### config.mk
export PLATFORM = sky130hd
export DESIGN_NAME = swing_display_row_sequencer
export DESIGN_NICKNAME = d
export VERILOG_FILES = /design/src/rtl/core/swdrs_pkg.sv /design/src/rtl/core/swdrs_regs.sv /design/src/rtl/core/swdrs_ctrl.sv /design/src/rtl/core/swdrs_datapath.sv /design/src/rtl/core/swing_display_row_sequencer.sv
export SDC_FILE = /design/constraint.sdc
export NUM_CORES = 1
export LEC_CHECK = 0
export ABC_AREA = 1
export BUFFER_PORTS_ARGS = -buffer_cell sky130_fd_sc_hd__buf_2
export CAP_MARGIN = 20
export CORE_MARGIN = 2
export CORE_UTILIZATION = 45
export CTS_CLUSTER_SIZE = 30
export DETAILED_ROUTE_END_ITERATION = 10
export REMOVE_ABC_BUFFERS = 1
export SLEW_MARGIN = 10
export SYNTH_ARGS = -nofsm -noshare
export SYNTH_HDL_FRONTEND = slang
export SYNTH_SLANG_ARGS = --single-unit
### constraint.sdc
create_clock -name i_clk -period 9.6 [get_ports i_clk]
set_clock_uncertainty 0.15 [all_clocks]
set_input_delay 1.92 -clock i_clk [delete_from_list [all_inputs] [get_ports i_clk]]
set_output_delay 1.92 -clock i_clk [all_outputs]
set_load 0.01 [all_outputs]
### src/rtl/core/swdrs_pkg.sv
// swdrs_pkg: shared types, register map, state and led codes for the
// swing display row sequencer. no dependencies.
package swdrs_pkg;

    localparam int FRAME_COUNT_WIDTH_DEF = 32;
    localparam int ROW_PERIOD_WIDTH_DEF  = 16;

    // logical rows = visible + 2 * overscan, at most 93
    localparam int LOGIC_W = 7;
    // divisor = 2 * logical rows, at most 186
    localparam int DIV_W   = 8;

    localparam int ADDR_W    = 5;
    localparam int REG_IDX_W = 3;

    localparam logic [REG_IDX_W-1:0] REG_THRESHOLD = 3'd0;
    localparam logic [REG_IDX_W-1:0] REG_FRAME_MAX = 3'd1;
    localparam logic [REG_IDX_W-1:0] REG_LOCK      = 3'd2;
    localparam logic [REG_IDX_W-1:0] REG_VISIBLE   = 3'd3;
    localparam logic [REG_IDX_W-1:0] REG_OVERSCAN  = 3'd4;

    localparam logic [6:0]  THRESHOLD_RST = 7'd40;
    localparam logic [31:0] FRAME_MAX_RST = 32'd200000;
    localparam logic [15:0] LOCK_RST      = 16'd30000;
    localparam logic [5:0]  VISIBLE_RST   = 6'd16;
    localparam logic [3:0]  OVERSCAN_RST  = 4'd0;

    localparam logic [2:0] ST_UNKNOWN   = 3'd0;
    localparam logic [2:0] ST_LEFT_END  = 3'd1;
    localparam logic [2:0] ST_FORWARD   = 3'd2;
    localparam logic [2:0] ST_RIGHT_END = 3'd3;
    localparam logic [2:0] ST_BACKWARD  = 3'd4;

    localparam logic [1:0] LED_NONE  = 2'd0;
    localparam logic [1:0] LED_ROW   = 2'd1;
    localparam logic [1:0] LED_BLANK = 2'd2;

    typedef struct packed {
        logic [6:0]  return_threshold;
        logic [31:0] frame_max_ticks;
        logic [15:0] lock_ticks;
        logic [5:0]  rows_visible;
        logic [3:0]  rows_overscan;
    } t_cfg;

    typedef struct packed {
        logic       accept;
        logic       tick;
        logic       ignore;
        logic       stop;
        logic       start_fwd;
        logic       start_bwd;
        logic       timeout;
        logic       blank;
        logic [2:0] swing;
    } t_cmd;

    typedef struct packed {
        logic locked;
        logic mag_gt;
        logic mag_lt;
        logic pos_gt;
        logic neg_lt;
        logic acc_pos;
        logic frame_over;
        logic div_busy;
    } t_status;

endpackage

### src/rtl/core/swdrs_regs.sv
// swdrs_regs: apb-style configuration registers with read back.
// depends on swdrs_pkg.
module swdrs_regs import swdrs_pkg::*; (
    input  logic              i_clk,
    input  logic              i_rst_n,
    input  logic              psel,
    input  logic              penable,
    input  logic              pwrite,
    input  logic [ADDR_W-1:0] paddr,
    input  logic [31:0]       pwdata,
    output logic [31:0]       prdata,
    output logic              pready,
    output t_cfg              o_cfg
);

    t_cfg                 r_cfg;
    logic                 w_wr;
    logic [REG_IDX_W-1:0] w_idx;

    assign pready = 1'b1;
    assign w_wr   = psel & penable & pwrite;
    assign w_idx  = paddr[ADDR_W-1:2];
    assign o_cfg  = r_cfg;

    always_ff @(posedge i_clk) begin
        if (!i_rst_n) begin
            r_cfg.return_threshold <= THRESHOLD_RST;
            r_cfg.frame_max_ticks  <= FRAME_MAX_RST;
            r_cfg.lock_ticks       <= LOCK_RST;
            r_cfg.rows_visible     <= VISIBLE_RST;
            r_cfg.rows_overscan    <= OVERSCAN_RST;
        end else if (w_wr) begin
            unique case (w_idx)
                REG_THRESHOLD: r_cfg.return_threshold <= pwdata[6:0];
                REG_FRAME_MAX: r_cfg.frame_max_ticks  <= pwdata;
                REG_LOCK:      r_cfg.lock_ticks       <= pwdata[15:0];
                REG_VISIBLE:   r_cfg.rows_visible     <= pwdata[5:0];
                REG_OVERSCAN:  r_cfg.rows_overscan    <= pwdata[3:0];
                default: ;
            endcase
        end
    end

    always_comb begin
        unique case (w_idx)
            REG_THRESHOLD: prdata = {25'd0, r_cfg.return_threshold};
            REG_FRAME_MAX: prdata = r_cfg.frame_max_ticks;
            REG_LOCK:      prdata = {16'd0, r_cfg.lock_ticks};
            REG_VISIBLE:   prdata = {26'd0, r_cfg.rows_visible};
            REG_OVERSCAN:  prdata = {28'd0, r_cfg.rows_overscan};
            default:       prdata = 32'd0;
        endcase
    end

endmodule

### src/rtl/core/swdrs_ctrl.sv
// swdrs_ctrl: swing state machine, transaction sequencing and output valid.
// depends on swdrs_pkg; drives commands into swdrs_datapath.
module swdrs_ctrl import swdrs_pkg::*; (
    input  logic    i_clk,
    input  logic    i_rst_n,
    input  logic    i_in_valid,
    input  logic    i_opcode,
    output logic    o_in_ready,
    output logic    o_out_valid,
    input  logic    i_out_ready,
    input  t_status i_status,
    output t_cmd    o_cmd
);

    localparam logic S_IDLE = 1'b0;
    localparam logic S_DIV  = 1'b1;

    logic       r_seq, n_seq;
    logic [2:0] r_swing, n_swing;
    logic       r_out_valid;
    logic       w_accept, w_sample;
    logic       w_stop, w_fwd, w_bwd, w_blank, w_timeout;

    assign o_in_ready  = (r_seq == S_IDLE) && (!r_out_valid || i_out_ready);
    assign o_out_valid = r_out_valid;
    assign w_accept    = i_in_valid && o_in_ready;
    assign w_sample    = w_accept && !i_opcode && !i_status.locked;

    always_comb begin
        n_swing = r_swing;
        w_stop  = 1'b0;
        w_fwd   = 1'b0;
        w_bwd   = 1'b0;
        w_blank = 1'b0;
        unique case (r_swing)
            ST_UNKNOWN: begin
                if (i_status.mag_gt) begin
                    w_stop  = 1'b1;
                    n_swing = i_status.acc_pos ? ST_RIGHT_END : ST_LEFT_END;
                end
            end
            ST_LEFT_END: begin
                if (i_status.mag_lt) begin
                    w_fwd   = 1'b1;
                    n_swing = ST_FORWARD;
                end
            end
            ST_RIGHT_END: begin
                if (i_status.mag_lt) begin
                    w_bwd   = 1'b1;
                    n_swing = ST_BACKWARD;
                end
            end
            ST_FORWARD: begin
                if (i_status.pos_gt) begin
                    w_stop  = 1'b1;
                    w_blank = 1'b1;
                    n_swing = ST_RIGHT_END;
                end
            end
            ST_BACKWARD: begin
                if (i_status.neg_lt) begin
                    w_stop  = 1'b1;
                    w_blank = 1'b1;
                    n_swing = ST_LEFT_END;
                end
            end
            default: n_swing = ST_UNKNOWN;
        endcase
        // begin_frame clears the frame counter, so no timeout then
        w_timeout = i_status.frame_over && !w_fwd && !w_bwd;
        if (w_timeout) begin
            n_swing = ST_UNKNOWN;
        end
    end

    always_comb begin
        o_cmd.accept    = w_accept;
        o_cmd.tick      = w_accept && i_opcode;
        o_cmd.ignore    = w_accept && !i_opcode && i_status.locked;
        o_cmd.stop      = w_sample && w_stop;
        o_cmd.start_fwd = w_sample && w_fwd;
        o_cmd.start_bwd = w_sample && w_bwd;
        o_cmd.timeout   = w_sample && w_timeout;
        o_cmd.blank     = w_sample && w_blank;
        o_cmd.swing     = w_sample ? n_swing : r_swing;
    end

    always_comb begin
        n_seq = r_seq;
        unique case (r_seq)
            S_IDLE: if (o_cmd.start_fwd || o_cmd.start_bwd) n_seq = S_DIV;
            S_DIV:  if (!i_status.div_busy) n_seq = S_IDLE;
            default: n_seq = S_IDLE;
        endcase
    end

    always_ff @(posedge i_clk) begin
        if (!i_rst_n) begin
            r_seq       <= S_IDLE;
            r_swing     <= ST_UNKNOWN;
            r_out_valid <= 1'b0;
        end else begin
            r_seq   <= n_seq;
            r_swing <= o_cmd.swing;
            if (w_accept) begin
                r_out_valid <= 1'b1;
            end else if (i_out_ready) begin
                r_out_valid <= 1'b0;
            end
        end
    end

endmodule

### src/rtl/core/swdrs_datapath.sv
// swdrs_datapath: frame and row counters, row stepping, serial divider for
// the row period and the output payload registers. depends on swdrs_pkg.
module swdrs_datapath import swdrs_pkg::*; #(
    parameter int FRAME_COUNT_WIDTH = FRAME_COUNT_WIDTH_DEF,
    parameter int ROW_PERIOD_WIDTH  = ROW_PERIOD_WIDTH_DEF
) (
    input  logic              i_clk,
    input  logic              i_rst_n,
    input  t_cfg              i_cfg,
    input  t_cmd              i_cmd,
    input  logic signed [7:0] i_accel_x,
    output t_status           o_status,
    output logic [1:0]        o_led_command,
    output logic [7:0]        o_row_index,
    output logic [2:0]        o_motion_state,
    output logic              o_sample_ignored
);

    localparam int FW = FRAME_COUNT_WIDTH;
    localparam int PW = ROW_PERIOD_WIDTH;
    localparam int QW = (FW > PW) ? FW : PW;
    localparam int CW = $clog2(FW + 1);

    logic [FW-1:0] r_frame_count, n_frame_count;
    logic          r_frame_running, n_frame_running;
    logic          r_lock, n_lock;
    logic [PW-1:0] r_tick_count, n_tick_count;
    logic [PW-1:0] r_period;
    logic          r_row_run, n_row_run;
    logic [7:0]    r_row, n_row;
    logic          r_backward, n_backward;
    logic          r_gap, n_gap;

    logic [1:0]    n_led;
    logic [7:0]    n_row_out;

    logic          r_div_busy;
    logic [CW-1:0] r_div_cnt;
    logic [FW-1:0] r_dvd;
    logic [DIV_W-1:0] r_rem, r_dsr;
    logic [DIV_W:0]   w_trial;
    logic             w_bit;
    logic [DIV_W-1:0] w_rem_next;
    logic [QW-1:0]    w_q_ext;
    logic [PW-1:0]    w_q_sat;

    logic [LOGIC_W-1:0] w_logic_rows, w_win_hi;
    logic [DIV_W-1:0]   w_divisor;
    logic signed [8:0]  w_acc, w_th, w_mag;
    logic [FW-1:0]      w_fc_tick;
    logic [7:0]         w_row_step;
    logic               w_begin;

    assign w_logic_rows = LOGIC_W'(i_cfg.rows_visible) + {2'd0, i_cfg.rows_overscan, 1'b0};
    assign w_win_hi     = LOGIC_W'(i_cfg.rows_visible) + LOGIC_W'(i_cfg.rows_overscan);
    assign w_divisor    = {w_logic_rows, 1'b0};
    assign w_begin      = i_cmd.start_fwd || i_cmd.start_bwd;

    assign w_acc = 9'(i_accel_x);
    assign w_th  = $signed({2'd0, i_cfg.return_threshold});
    assign w_mag = w_acc[8] ? -w_acc : w_acc;

    always_comb begin
        o_status.locked     = r_lock;
        o_status.mag_gt     = w_mag > w_th;
        o_status.mag_lt     = w_mag < w_th;
        o_status.pos_gt     = w_acc > w_th;
        o_status.neg_lt     = w_acc < -w_th;
        o_status.acc_pos    = !w_acc[8] && (w_acc != 9'sd0);
        o_status.frame_over = 32'(r_frame_count) > i_cfg.frame_max_ticks;
        o_status.div_busy   = r_div_busy;
    end

    assign w_fc_tick  = (r_frame_running && r_frame_count != {FW{1'b1}})
                        ? r_frame_count + FW'(1) : r_frame_count;
    assign w_row_step = r_backward ? r_row - 8'd1 : r_row + 8'd1;

    always_comb begin
        n_frame_count   = r_frame_count;
        n_frame_running = r_frame_running;
        n_lock          = r_lock;
        n_tick_count    = r_tick_count;
        n_row_run       = r_row_run;
        n_row           = r_row;
        n_backward      = r_backward;
        n_gap           = r_gap;
        n_led           = LED_NONE;
        n_row_out       = 8'd0;
        if (i_cmd.tick) begin
            n_frame_count = w_fc_tick;
            if (r_lock && w_fc_tick >= FW'(i_cfg.lock_ticks)) begin
                n_lock = 1'b0;
            end
            if (r_row_run) begin
                if (r_tick_count >= r_period) begin
                    n_tick_count = '0;
                    if (!r_gap) begin
                        if (r_row >= {4'd0, i_cfg.rows_overscan} &&
                            r_row < {1'b0, w_win_hi}) begin
                            n_led     = LED_ROW;
                            n_row_out = r_row;
                        end else begin
                            n_led = LED_BLANK;
                        end
                        n_gap = 1'b1;
                    end else begin
                        n_led = LED_BLANK;
                        n_row = w_row_step;
                        n_gap = 1'b0;
                        if (w_row_step >= {1'b0, w_logic_rows}) begin
                            n_row_run = 1'b0;
                        end
                    end
                end else begin
                    n_tick_count = r_tick_count + PW'(1);
                end
            end
        end else begin
            if (i_cmd.stop) begin
                n_frame_running = 1'b0;
                n_row_run       = 1'b0;
            end
            if (i_cmd.start_fwd) begin
                n_backward = 1'b0;
                n_row      = 8'd0;
                n_gap      = 1'b0;
            end
            if (i_cmd.start_bwd) begin
                n_backward = 1'b1;
                n_row      = {1'b0, w_logic_rows};
                n_gap      = 1'b1;
            end
            if (w_begin) begin
                n_frame_count   = '0;
                n_tick_count    = '0;
                n_frame_running = 1'b1;
                n_row_run       = 1'b1;
                n_lock          = 1'b1;
            end
            if (i_cmd.timeout) begin
                n_frame_count   = '0;
                n_frame_running = 1'b1;
            end
            if (i_cmd.blank || i_cmd.timeout) begin
                n_led = LED_BLANK;
            end
        end
    end

    // restoring divider, one quotient bit per cycle
    assign w_trial    = {r_rem, r_dvd[FW-1]};
    assign w_bit      = w_trial >= {1'b0, r_dsr};
    assign w_rem_next = w_bit ? DIV_W'(w_trial - {1'b0, r_dsr}) : w_trial[DIV_W-1:0];
    assign w_q_ext    = QW'(r_dvd);
    assign w_q_sat    = (|(w_q_ext >> PW)) ? {PW{1'b1}} : w_q_ext[PW-1:0];

    always_ff @(posedge i_clk) begin
        if (!i_rst_n) begin
            r_div_busy <= 1'b0;
            r_period   <= '0;
        end else if (w_begin) begin
            if (w_divisor == '0) begin
                r_period <= {PW{1'b1}};
            end else begin
                r_div_busy <= 1'b1;
            end
        end else if (r_div_busy) begin
            if (r_div_cnt == '0) begin
                r_period   <= w_q_sat;
                r_div_busy <= 1'b0;
            end
        end
    end

    always_ff @(posedge i_clk) begin
        if (w_begin) begin
            r_dvd     <= r_frame_count;
            r_rem     <= '0;
            r_dsr     <= w_divisor;
            r_div_cnt <= CW'(FW);
        end else if (r_div_busy && r_div_cnt != '0) begin
            r_dvd     <= {r_dvd[FW-2:0], w_bit};
            r_rem     <= w_rem_next;
            r_div_cnt <= r_div_cnt - CW'(1);
        end
    end

    always_ff @(posedge i_clk) begin
        if (!i_rst_n) begin
            r_frame_count   <= '0;
            r_frame_running <= 1'b1;
            r_lock          <= 1'b0;
            r_tick_count    <= '0;
            r_row_run       <= 1'b0;
            r_row           <= 8'd0;
            r_backward      <= 1'b0;
            r_gap           <= 1'b0;
        end else if (i_cmd.accept && !i_cmd.ignore) begin
            r_frame_count   <= n_frame_count;
            r_frame_running <= n_frame_running;
            r_lock          <= n_lock;
            r_tick_count    <= n_tick_count;
            r_row_run       <= n_row_run;
            r_row           <= n_row;
            r_backward      <= n_backward;
            r_gap           <= n_gap;
        end
    end

    // payload of the result transaction
    always_ff @(posedge i_clk) begin
        if (i_cmd.accept) begin
            o_led_command    <= i_cmd.ignore ? LED_NONE : n_led;
            o_row_index      <= i_cmd.ignore ? 8'd0 : n_row_out;
            o_motion_state   <= i_cmd.swing;
            o_sample_ignored <= i_cmd.ignore;
        end
    end

endmodule

### src/rtl/core/swing_display_row_sequencer.sv
// swing_display_row_sequencer: top level of the swing display row sequencer.
// depends on swdrs_pkg, swdrs_regs, swdrs_ctrl and swdrs_datapath.
//
// One transaction in (a timer tick or a signed X acceleration sample) gives
// exactly one result transaction out: led command, row index, motion state
// after the item and a flag for samples dropped during the lock time. For
// ticks and most samples the result sits in an output register and a new
// item is taken in the cycle it is collected. A sample that ends a return
// phase starts the serial row-period divider, one quotient bit per cycle,
// so the block takes no new item until the division is done and the
// control sequencer is back in idle.
// Configuration is an apb-style port, registers at byte address 4*index.
module swing_display_row_sequencer import swdrs_pkg::*; #(
    parameter int FRAME_COUNT_WIDTH = FRAME_COUNT_WIDTH_DEF,
    parameter int ROW_PERIOD_WIDTH  = ROW_PERIOD_WIDTH_DEF
) (
    input  logic              i_clk,
    input  logic              i_rst_n,
    input  logic              psel,
    input  logic              penable,
    input  logic              pwrite,
    input  logic [ADDR_W-1:0] paddr,
    input  logic [31:0]       pwdata,
    output logic [31:0]       prdata,
    output logic              pready,
    input  logic              i_in_valid,
    output logic              o_in_ready,
    input  logic              i_opcode,
    input  logic signed [7:0] i_accel_x,
    output logic              o_out_valid,
    input  logic              i_out_ready,
    output logic [1:0]        o_led_command,
    output logic [7:0]        o_row_index,
    output logic [2:0]        o_motion_state,
    output logic              o_sample_ignored
);

    t_cfg    w_cfg;
    t_cmd    w_cmd;
    t_status w_status;

    swdrs_regs u_regs (
        .i_clk   (i_clk),
        .i_rst_n (i_rst_n),
        .psel    (psel),
        .penable (penable),
        .pwrite  (pwrite),
        .paddr   (paddr),
        .pwdata  (pwdata),
        .prdata  (prdata),
        .pready  (pready),
        .o_cfg   (w_cfg)
    );

    swdrs_ctrl u_ctrl (
        .i_clk       (i_clk),
        .i_rst_n     (i_rst_n),
        .i_in_valid  (i_in_valid),
        .i_opcode    (i_opcode),
        .o_in_ready  (o_in_ready),
        .o_out_valid (o_out_valid),
        .i_out_ready (i_out_ready),
        .i_status    (w_status),
        .o_cmd       (w_cmd)
    );

    swdrs_datapath #(
        .FRAME_COUNT_WIDTH (FRAME_COUNT_WIDTH),
        .ROW_PERIOD_WIDTH  (ROW_PERIOD_WIDTH)
    ) u_datapath (
        .i_clk            (i_clk),
        .i_rst_n          (i_rst_n),
        .i_cfg            (w_cfg),
        .i_cmd            (w_cmd),
        .i_accel_x        (i_accel_x),
        .o_status         (w_status),
        .o_led_command    (o_led_command),
        .o_row_index      (o_row_index),
        .o_motion_state   (o_motion_state),
        .o_sample_ignored (o_sample_ignored)
    );

    a_busy_blocks_input: assert property (@(posedge i_clk) disable iff (!i_rst_n)
        w_status.div_busy |-> !o_in_ready)
        else $error("input taken while divider busy");

    a_result_follows: assert property (@(posedge i_clk) disable iff (!i_rst_n)
        (i_in_valid && o_in_ready) |=> o_out_valid)
        else $error("no result after input transaction");

    a_row_only_when_shown: assert property (@(posedge i_clk) disable iff (!i_rst_n)
        (o_out_valid && o_led_command != LED_ROW) |-> (o_row_index == 8'd0))
        else $error("row index set without show command");

endmodule
==> impl_metrics.tcl, run 1 <==
set metrics [dict create \
    dp.cells 2392 \
    seqCellArea_um2 4830 \
    synth_enable_flop_cells 53 \
    detailedPlace.worstSlack_ns 3.67 \
    syn_area_um2 14000 \
    drt-pass1-iter-count 7 \
    vias 12559 \
    fin_crit_ns 5.98 \
    synth_cell_types 56 \
    ios 102 \
    cts_buffers 26 \
    fin_crit_sh 0.623 \
    r2r_slack_ns 6.00 \
    async_flop_share 0 \
    grt_pass1_wl_um 59400 \
    ir_drop_uv 112 \
    row_count 64 \
    finish.net_count 2210 \
    drtIter0Drc 832 \
    min_path_type "flop to flop" \
    die_x_um 180 \
    initial_utilization 0.458 \
    drive_above_1_share 0.0949 \
    synth-seq-cells 215 \
    synth_area_per_cell_um2 7.17 \
    final_cell_mix "389 x nand2_1, 267 x inv_1, 227 x nor2_1" \
    fmax_mhz 167 \
    cts_resized 0 \
    num_antenna_cells 0 \
    antenna_left 0 \
    power_leakage_nw 7.07 \
    synthCells 1953 \
    setup_viol 0 \
    path_clk_slew_ns 0.05 \
    synth_top_area_cell "dfxtp_1" \
    yosysSeqAreaShare 0.345 \
    routed_wl_um 36200 \
    arrival_ns 3.91 \
    drcViolationCount 0 \
    critical_path.max_stage_delay_ns 0.57 \
    setup_ws_ns 3.62 \
    fin_setup_tns_ns 0 \
    synth_warnings 0 \
    clkLatencyLatePin_ns 0.54 \
    maxCapViolations 0 \
    finalNonFillerCells 2440 \
    n_fill_cell 3106 \
    startpoint_type "input pin" \
    powerDensity_nw_per_um2 144 \
    final-hold-violation-count 0 \
    synth_ff_type "dfxtp_1" \
    die_h_um 180 \
    required_ns 7.53 \
    ctsLongestPathBuffers 3 \
    viasPerCell 5.15 \
    io_buffers 98 \
    overflow 0 \
    cts_sinks 215 \
    finalMaxSlewViolations 0 \
    critical_path.cell_chain "buf_2 -> nor3_1 -> inv_1 -> o21ai_0 -> a221oi_1 -> o21ai_0 -> buf_2" \
    synth_top_area_frac 0.232 \
    grt_max_degree 61 \
    postCtsSetupBuffers 0 \
    cts_hold_buffers 0 \
    status "finished clean" \
    cts_tree "done" \
    multiInputGateArea_um2 7820 \
    gp_congestion 0.927 \
    cp_slowest_cell "inv_1" \
    die_area_um2 32500 \
    synth_area_leaders "dfxtp_1 23%, ha_1 12%, edfxtp_1 11%" \
    grtUsageTotal 0.218 \
    crit_fanout 30 \
    crit_type "input pin to primary output" \
    cts-root-buf "clkbuf_16" \
    cts_max_level 1 \
    grt_pass1_vias 11804 \
    postLayoutCoreUtil 0.510 \
    rsz0062_at_grt "false" \
    routedWlPerCell_um 14.8 \
    whs_ns 0.336 \
    core_area_um2 30600 \
    syn2layout_area_growth_pct 11.3 \
    hpwl_um 26700 \
    maxSlewHeadroom 0.330 \
    antenna_found_initial 0 \
    tightest_slew_ns 1.00 \
    final_common_cell "nand2_1" \
    crit_path_end_kind "primary output" \
]
path summary, 6_finish.rpt:
path | end | depth (start not counted) | startpoint
max | prdata[2] | 7 | paddr[3]
min | u_datapath.r_div_cnt[5]$_SDFFE_PP1P_ | 2 | u_datapath.r_div_cnt[5]$_SDFFE_PP1P_
max reg2reg | u_datapath.r_lock$_SDFFE_PN0P_ | 23 | u_datapath.r_frame_count[0]$_SDFFE_PN0P_
min reg2reg | u_datapath.r_div_cnt[5]$_SDFFE_PP1P_ | 2 | u_datapath.r_div_cnt[5]$_SDFFE_PP1P_
layer usage:
layer	wire length (um)	share of wire	vias to the layer above	track usage
met2	16300	0.45	231	0.361
met1	17700	0.49	5689	0.306
met5	0	0	-	0
li1	-	-	6591	-
met4	777	0.021	0	0.0503
met3	1530	0.042	48	0.0255
critical path: cells and delay by family:
kind,cells,cell delay [ns]
compound gates,3,0.68
buf+inv,3,0.89
simple gates,1,0.43
cell type report:
type / count / share of cell area
Clock buffer: 39 / 0.0482
Clock inverter: 9 / 0.00441
Inverter: 279 / 0.0672
Multi-Input combinational cell: 1393 / 0.502
Sequential cell: 215 / 0.310
Tap cell: 396 / 0.0318
Timing Repair Buffer: 109 / 0.0368
sequential cells by signal, indices dropped and copies added, names as in the netlist, 2 cells and up:
signal / flops
u_ctrl.r_swing: 3
u_datapath.o_led_command: 2
u_datapath.o_motion_state: 3
u_datapath.o_row_index: 8
u_datapath.r_div_cnt: 6
u_datapath.r_dsr: 7
u_datapath.r_dvd: 32
u_datapath.r_frame_count: 32
u_datapath.r_period: 16
u_datapath.r_rem: 8
u_datapath.r_row: 8
u_datapath.r_tick_count: 16
u_regs.o_cfg: 65
synth_stat cells, types with 20 or more instances:
master / n
edfxtp_1: 53
inv_1: 267
dfxtp_1: 162
nand3_1: 77
buf_2: 20
xor2_1: 37
o211ai_1: 21
nand2_1: 390
a21oi_1: 162
clkbuf_1: 34
nor2_1: 227
nand4_1: 57
o21ai_0: 149
ha_1: 129
o22ai_1: 21
kinds of logic (layout without fill, tap and decap cells):
group | count (synthesis) | after routing | synth area share
other | 2 | 2 | 0.000536
AO/OA/AOI/OAI | 386 | 386 | 0.150
buffers and inverters | 345 | 436 | 0.0972
adder cells (fa/ha/maj) | 133 | 133 | 0.121
XOR/XNOR | 56 | 56 | 0.0356
flip-flops | 215 | 215 | 0.345
AND/OR/NAND/NOR | 816 | 816 | 0.250
power breakdown:
part	switching (mW)	internal [mW]	total, mW
logic	0.192	0.108	0.300
registers	0.0310	0.969	1.00
clock network	0.388	0.564	0.952
per-stage QoR:
| step | total power [mW] | area [um^2] |
|---|---|---|
| detailed placement | 1.32 | 14800 |
| global route | 2.35 | 15600 |
| finish | 2.25 | 15600 |
| floorplan | 1.22 | 13700 |
| global placement | 1.31 | 14800 |
| CTS | 2.27 | 15600 |
No activity file was read; power rests on OpenSTA's default activity.
==> inputs of run 2 (changes only) <==
==> constraint.sdc (replaced) <==
create_clock -name i_clk -period 5.47 [get_ports i_clk]
set_clock_uncertainty 0.15 [all_clocks]
set_input_delay 1.094 -clock i_clk [delete_from_list [all_inputs] [get_ports i_clk]]
set_output_delay 1.094 -clock i_clk [all_outputs]
set_load 0.01 [all_outputs]
==> run 2 against run 1 <==
- sequential cell count unchanged
- routed wire length increased by 1.7%
- total power increased by 79%
- critical endpoint is now u_datapath.r_period[0]$_SDFFE_PN0P_
- setup slack got worse by 2.0 ns
- register-to-register slack got worse by 4.2 ns
- via count increased by 0.80%
- cell count increased by 0.16%
- highest routed layer unchanged
==> impl_metrics.tcl, run 2 (synthesis results as in run 1) <==
set metrics [dict create \
    status "finished clean" \
    power_frac_comb 0.132 \
    crit_path_end_kind "flop" \
    antenna_left 0 \
    startpoint_type "input pin" \
    rsz0062_at_grt "false" \
    cts_hold_buffers 0 \
    gp_congestion 0.898 \
    dp.cells 2397 \
    grt_pass1_vias 11805 \
    cts_tree "done" \
    cts-root-buf "clkbuf_16" \
    top_usage_layer "met2" \
    row_count 64 \
    crit_fanout 26 \
    ctsLongestPathBuffers 3 \
    totalPowerFinal_mw 4.04 \
    swShare 0.268 \
    drt-pass1-iter-count 5 \
    overflow 0 \
    min_path_type "flop to flop" \
    grtUsageTotal 0.222 \
    grt_pass1_wl_um 60300 \
    setup_viol 0 \
    num_antenna_cells 0 \
    use_met1 0.322 \
    ios 102 \
    postCtsSetupBuffers 0 \
    path_clk_slew_ns 0.06 \
    largest_reg_flops 65 \
    cts_max_level 1 \
    met3_usage 0.0226 \
    cts_buffers 26 \
    die_x_um 180 \
    core_area_um2 30600 \
    postLayoutCoreUtil 0.512 \
    hpwl_um 27000 \
    ir_drop_uv 229 \
    p_seq_frac 0.435 \
    viasPerCell 5.18 \
    power_leakage_nw 7.10 \
    clkLatencyLatePin_ns 0.54 \
    crit_type "input pin to flop" \
    finish.net_count 2215 \
    p_sw_mw 1.08 \
    finalNonFillerCells 2444 \
    grt_max_degree 63 \
    routedWlPerCell_um 15.1 \
    final_cell_mix "389 x nand2_1, 267 x inv_1, 227 x nor2_1" \
    io_buffers 98 \
    fin_crit_sh 0.699 \
    antenna_found_initial 0 \
    required_ns 5.76 \
    final_area_um2 15700 \
    routed_wl_um 36900 \
    drive_above_1_share 0.0962 \
    maxSlewHeadroom 0.462 \
    internal_power_mw 2.95 \
    maxCapViolations 0 \
    whs_ns 0.333 \
    die_h_um 180 \
    cts_sinks 215 \
    use_met2 0.359 \
    die_area_um2 32500 \
    arrival_ns 4.11 \
    cts_resized 0 \
    vias 12659 \
    powerDensity_nw_per_um2 258 \
    drcViolationCount 0 \
    drtIter0Drc 858 \
    tightest_slew_ns 0.807 \
    final-hold-violation-count 0 \
    fmax_mhz 262 \
    n_fill_cell 3063 \
    initial_utilization 0.458 \
    dpl_cell_area_um2 14800 \
    fin_crit_ns 3.82 \
    finalMaxSlewViolations 0 \
    power_frac_clock 0.433 \
    syn2layout_area_growth_pct 11.9 \
    final_common_cell "nand2_1" \
]
run 2: path summary, 6_finish.rpt:
check,start,to,slack (ns),depth (start not counted)
hold / removal,u_regs.o_cfg[56]$_SDFFE_PN0P_,u_regs.o_cfg[56]$_SDFFE_PN0P_,0.33,2
hold reg to reg,u_regs.o_cfg[56]$_SDFFE_PN0P_,u_regs.o_cfg[56]$_SDFFE_PN0P_,0.33,2
setup reg to reg,u_datapath.r_frame_count[0]$_SDFFE_PN0P_,u_datapath.r_lock$_SDFFE_PN0P_,1.80,23
setup / recovery,i_accel_x[1],u_datapath.r_period[0]$_SDFFE_PN0P_,1.65,18
run 2: area by class of cell:
class / instances / area [um^2] / area share
well taps: 396 / 495 / 0.0316
repair buffers: 114 / 611 / 0.0390
multi-input cells: 1393 / 7820 / 0.499
clock inverters: 8 / 126 / 0.00807
flip-flops and latches: 215 / 4830 / 0.309
inverters: 279 / 1050 / 0.0669
clock buffers: 39 / 729 / 0.0466
run 2: worst max-delay path, cell delays in order:
cell     delay (ns)
buf_2          0.12
inv_1          0.08
ha_1           0.21
a21oi_1        0.18
xor2_1         0.09
ha_1           0.32
nand4_1        0.14
or2_0          0.22
nand2_1        0.06
nand2_1        0.08
nand3_2        0.13
inv_1          0.08
nand2_2        0.45
nand3_1        0.17
nand2_2        0.27
inv_2          0.19
nor2_1         0.15
nor2_1         0.06
run 2: stage by stage:
| step | setup TNS, ns | setup slack [ns] |
|---|---|---|
| finish | 0 | 1.65 |
| global route | 0 | 1.29 |
| CTS | 0 | 1.66 |
| detailed placement | 0 | 1.10 |
| global placement | 0 | 1.12 |
| floorplan | -2.03 | -0.0613 |
run 2: power by group through the flow:
| stage | registers (mW) | clock network, mW | logic [mW] |
|---|---|---|---|
| after detailed placement | 1.79 | 0 | 0.527 |
| after CTS | 1.75 | 1.78 | 0.532 |
| after floorplan | 1.78 | 0 | 0.366 |
| final | 1.75 | 1.75 | 0.533 |
| after global routing | 1.76 | 1.84 | 0.611 |
| after global placement | 1.79 | 0 | 0.514 |
run 2: per-layer routing:
metal  share of wire  vias up
li1                -     6599
met1            0.50     5783
met2            0.44      232
met3           0.043       45
met4           0.018        0
met5               0        -
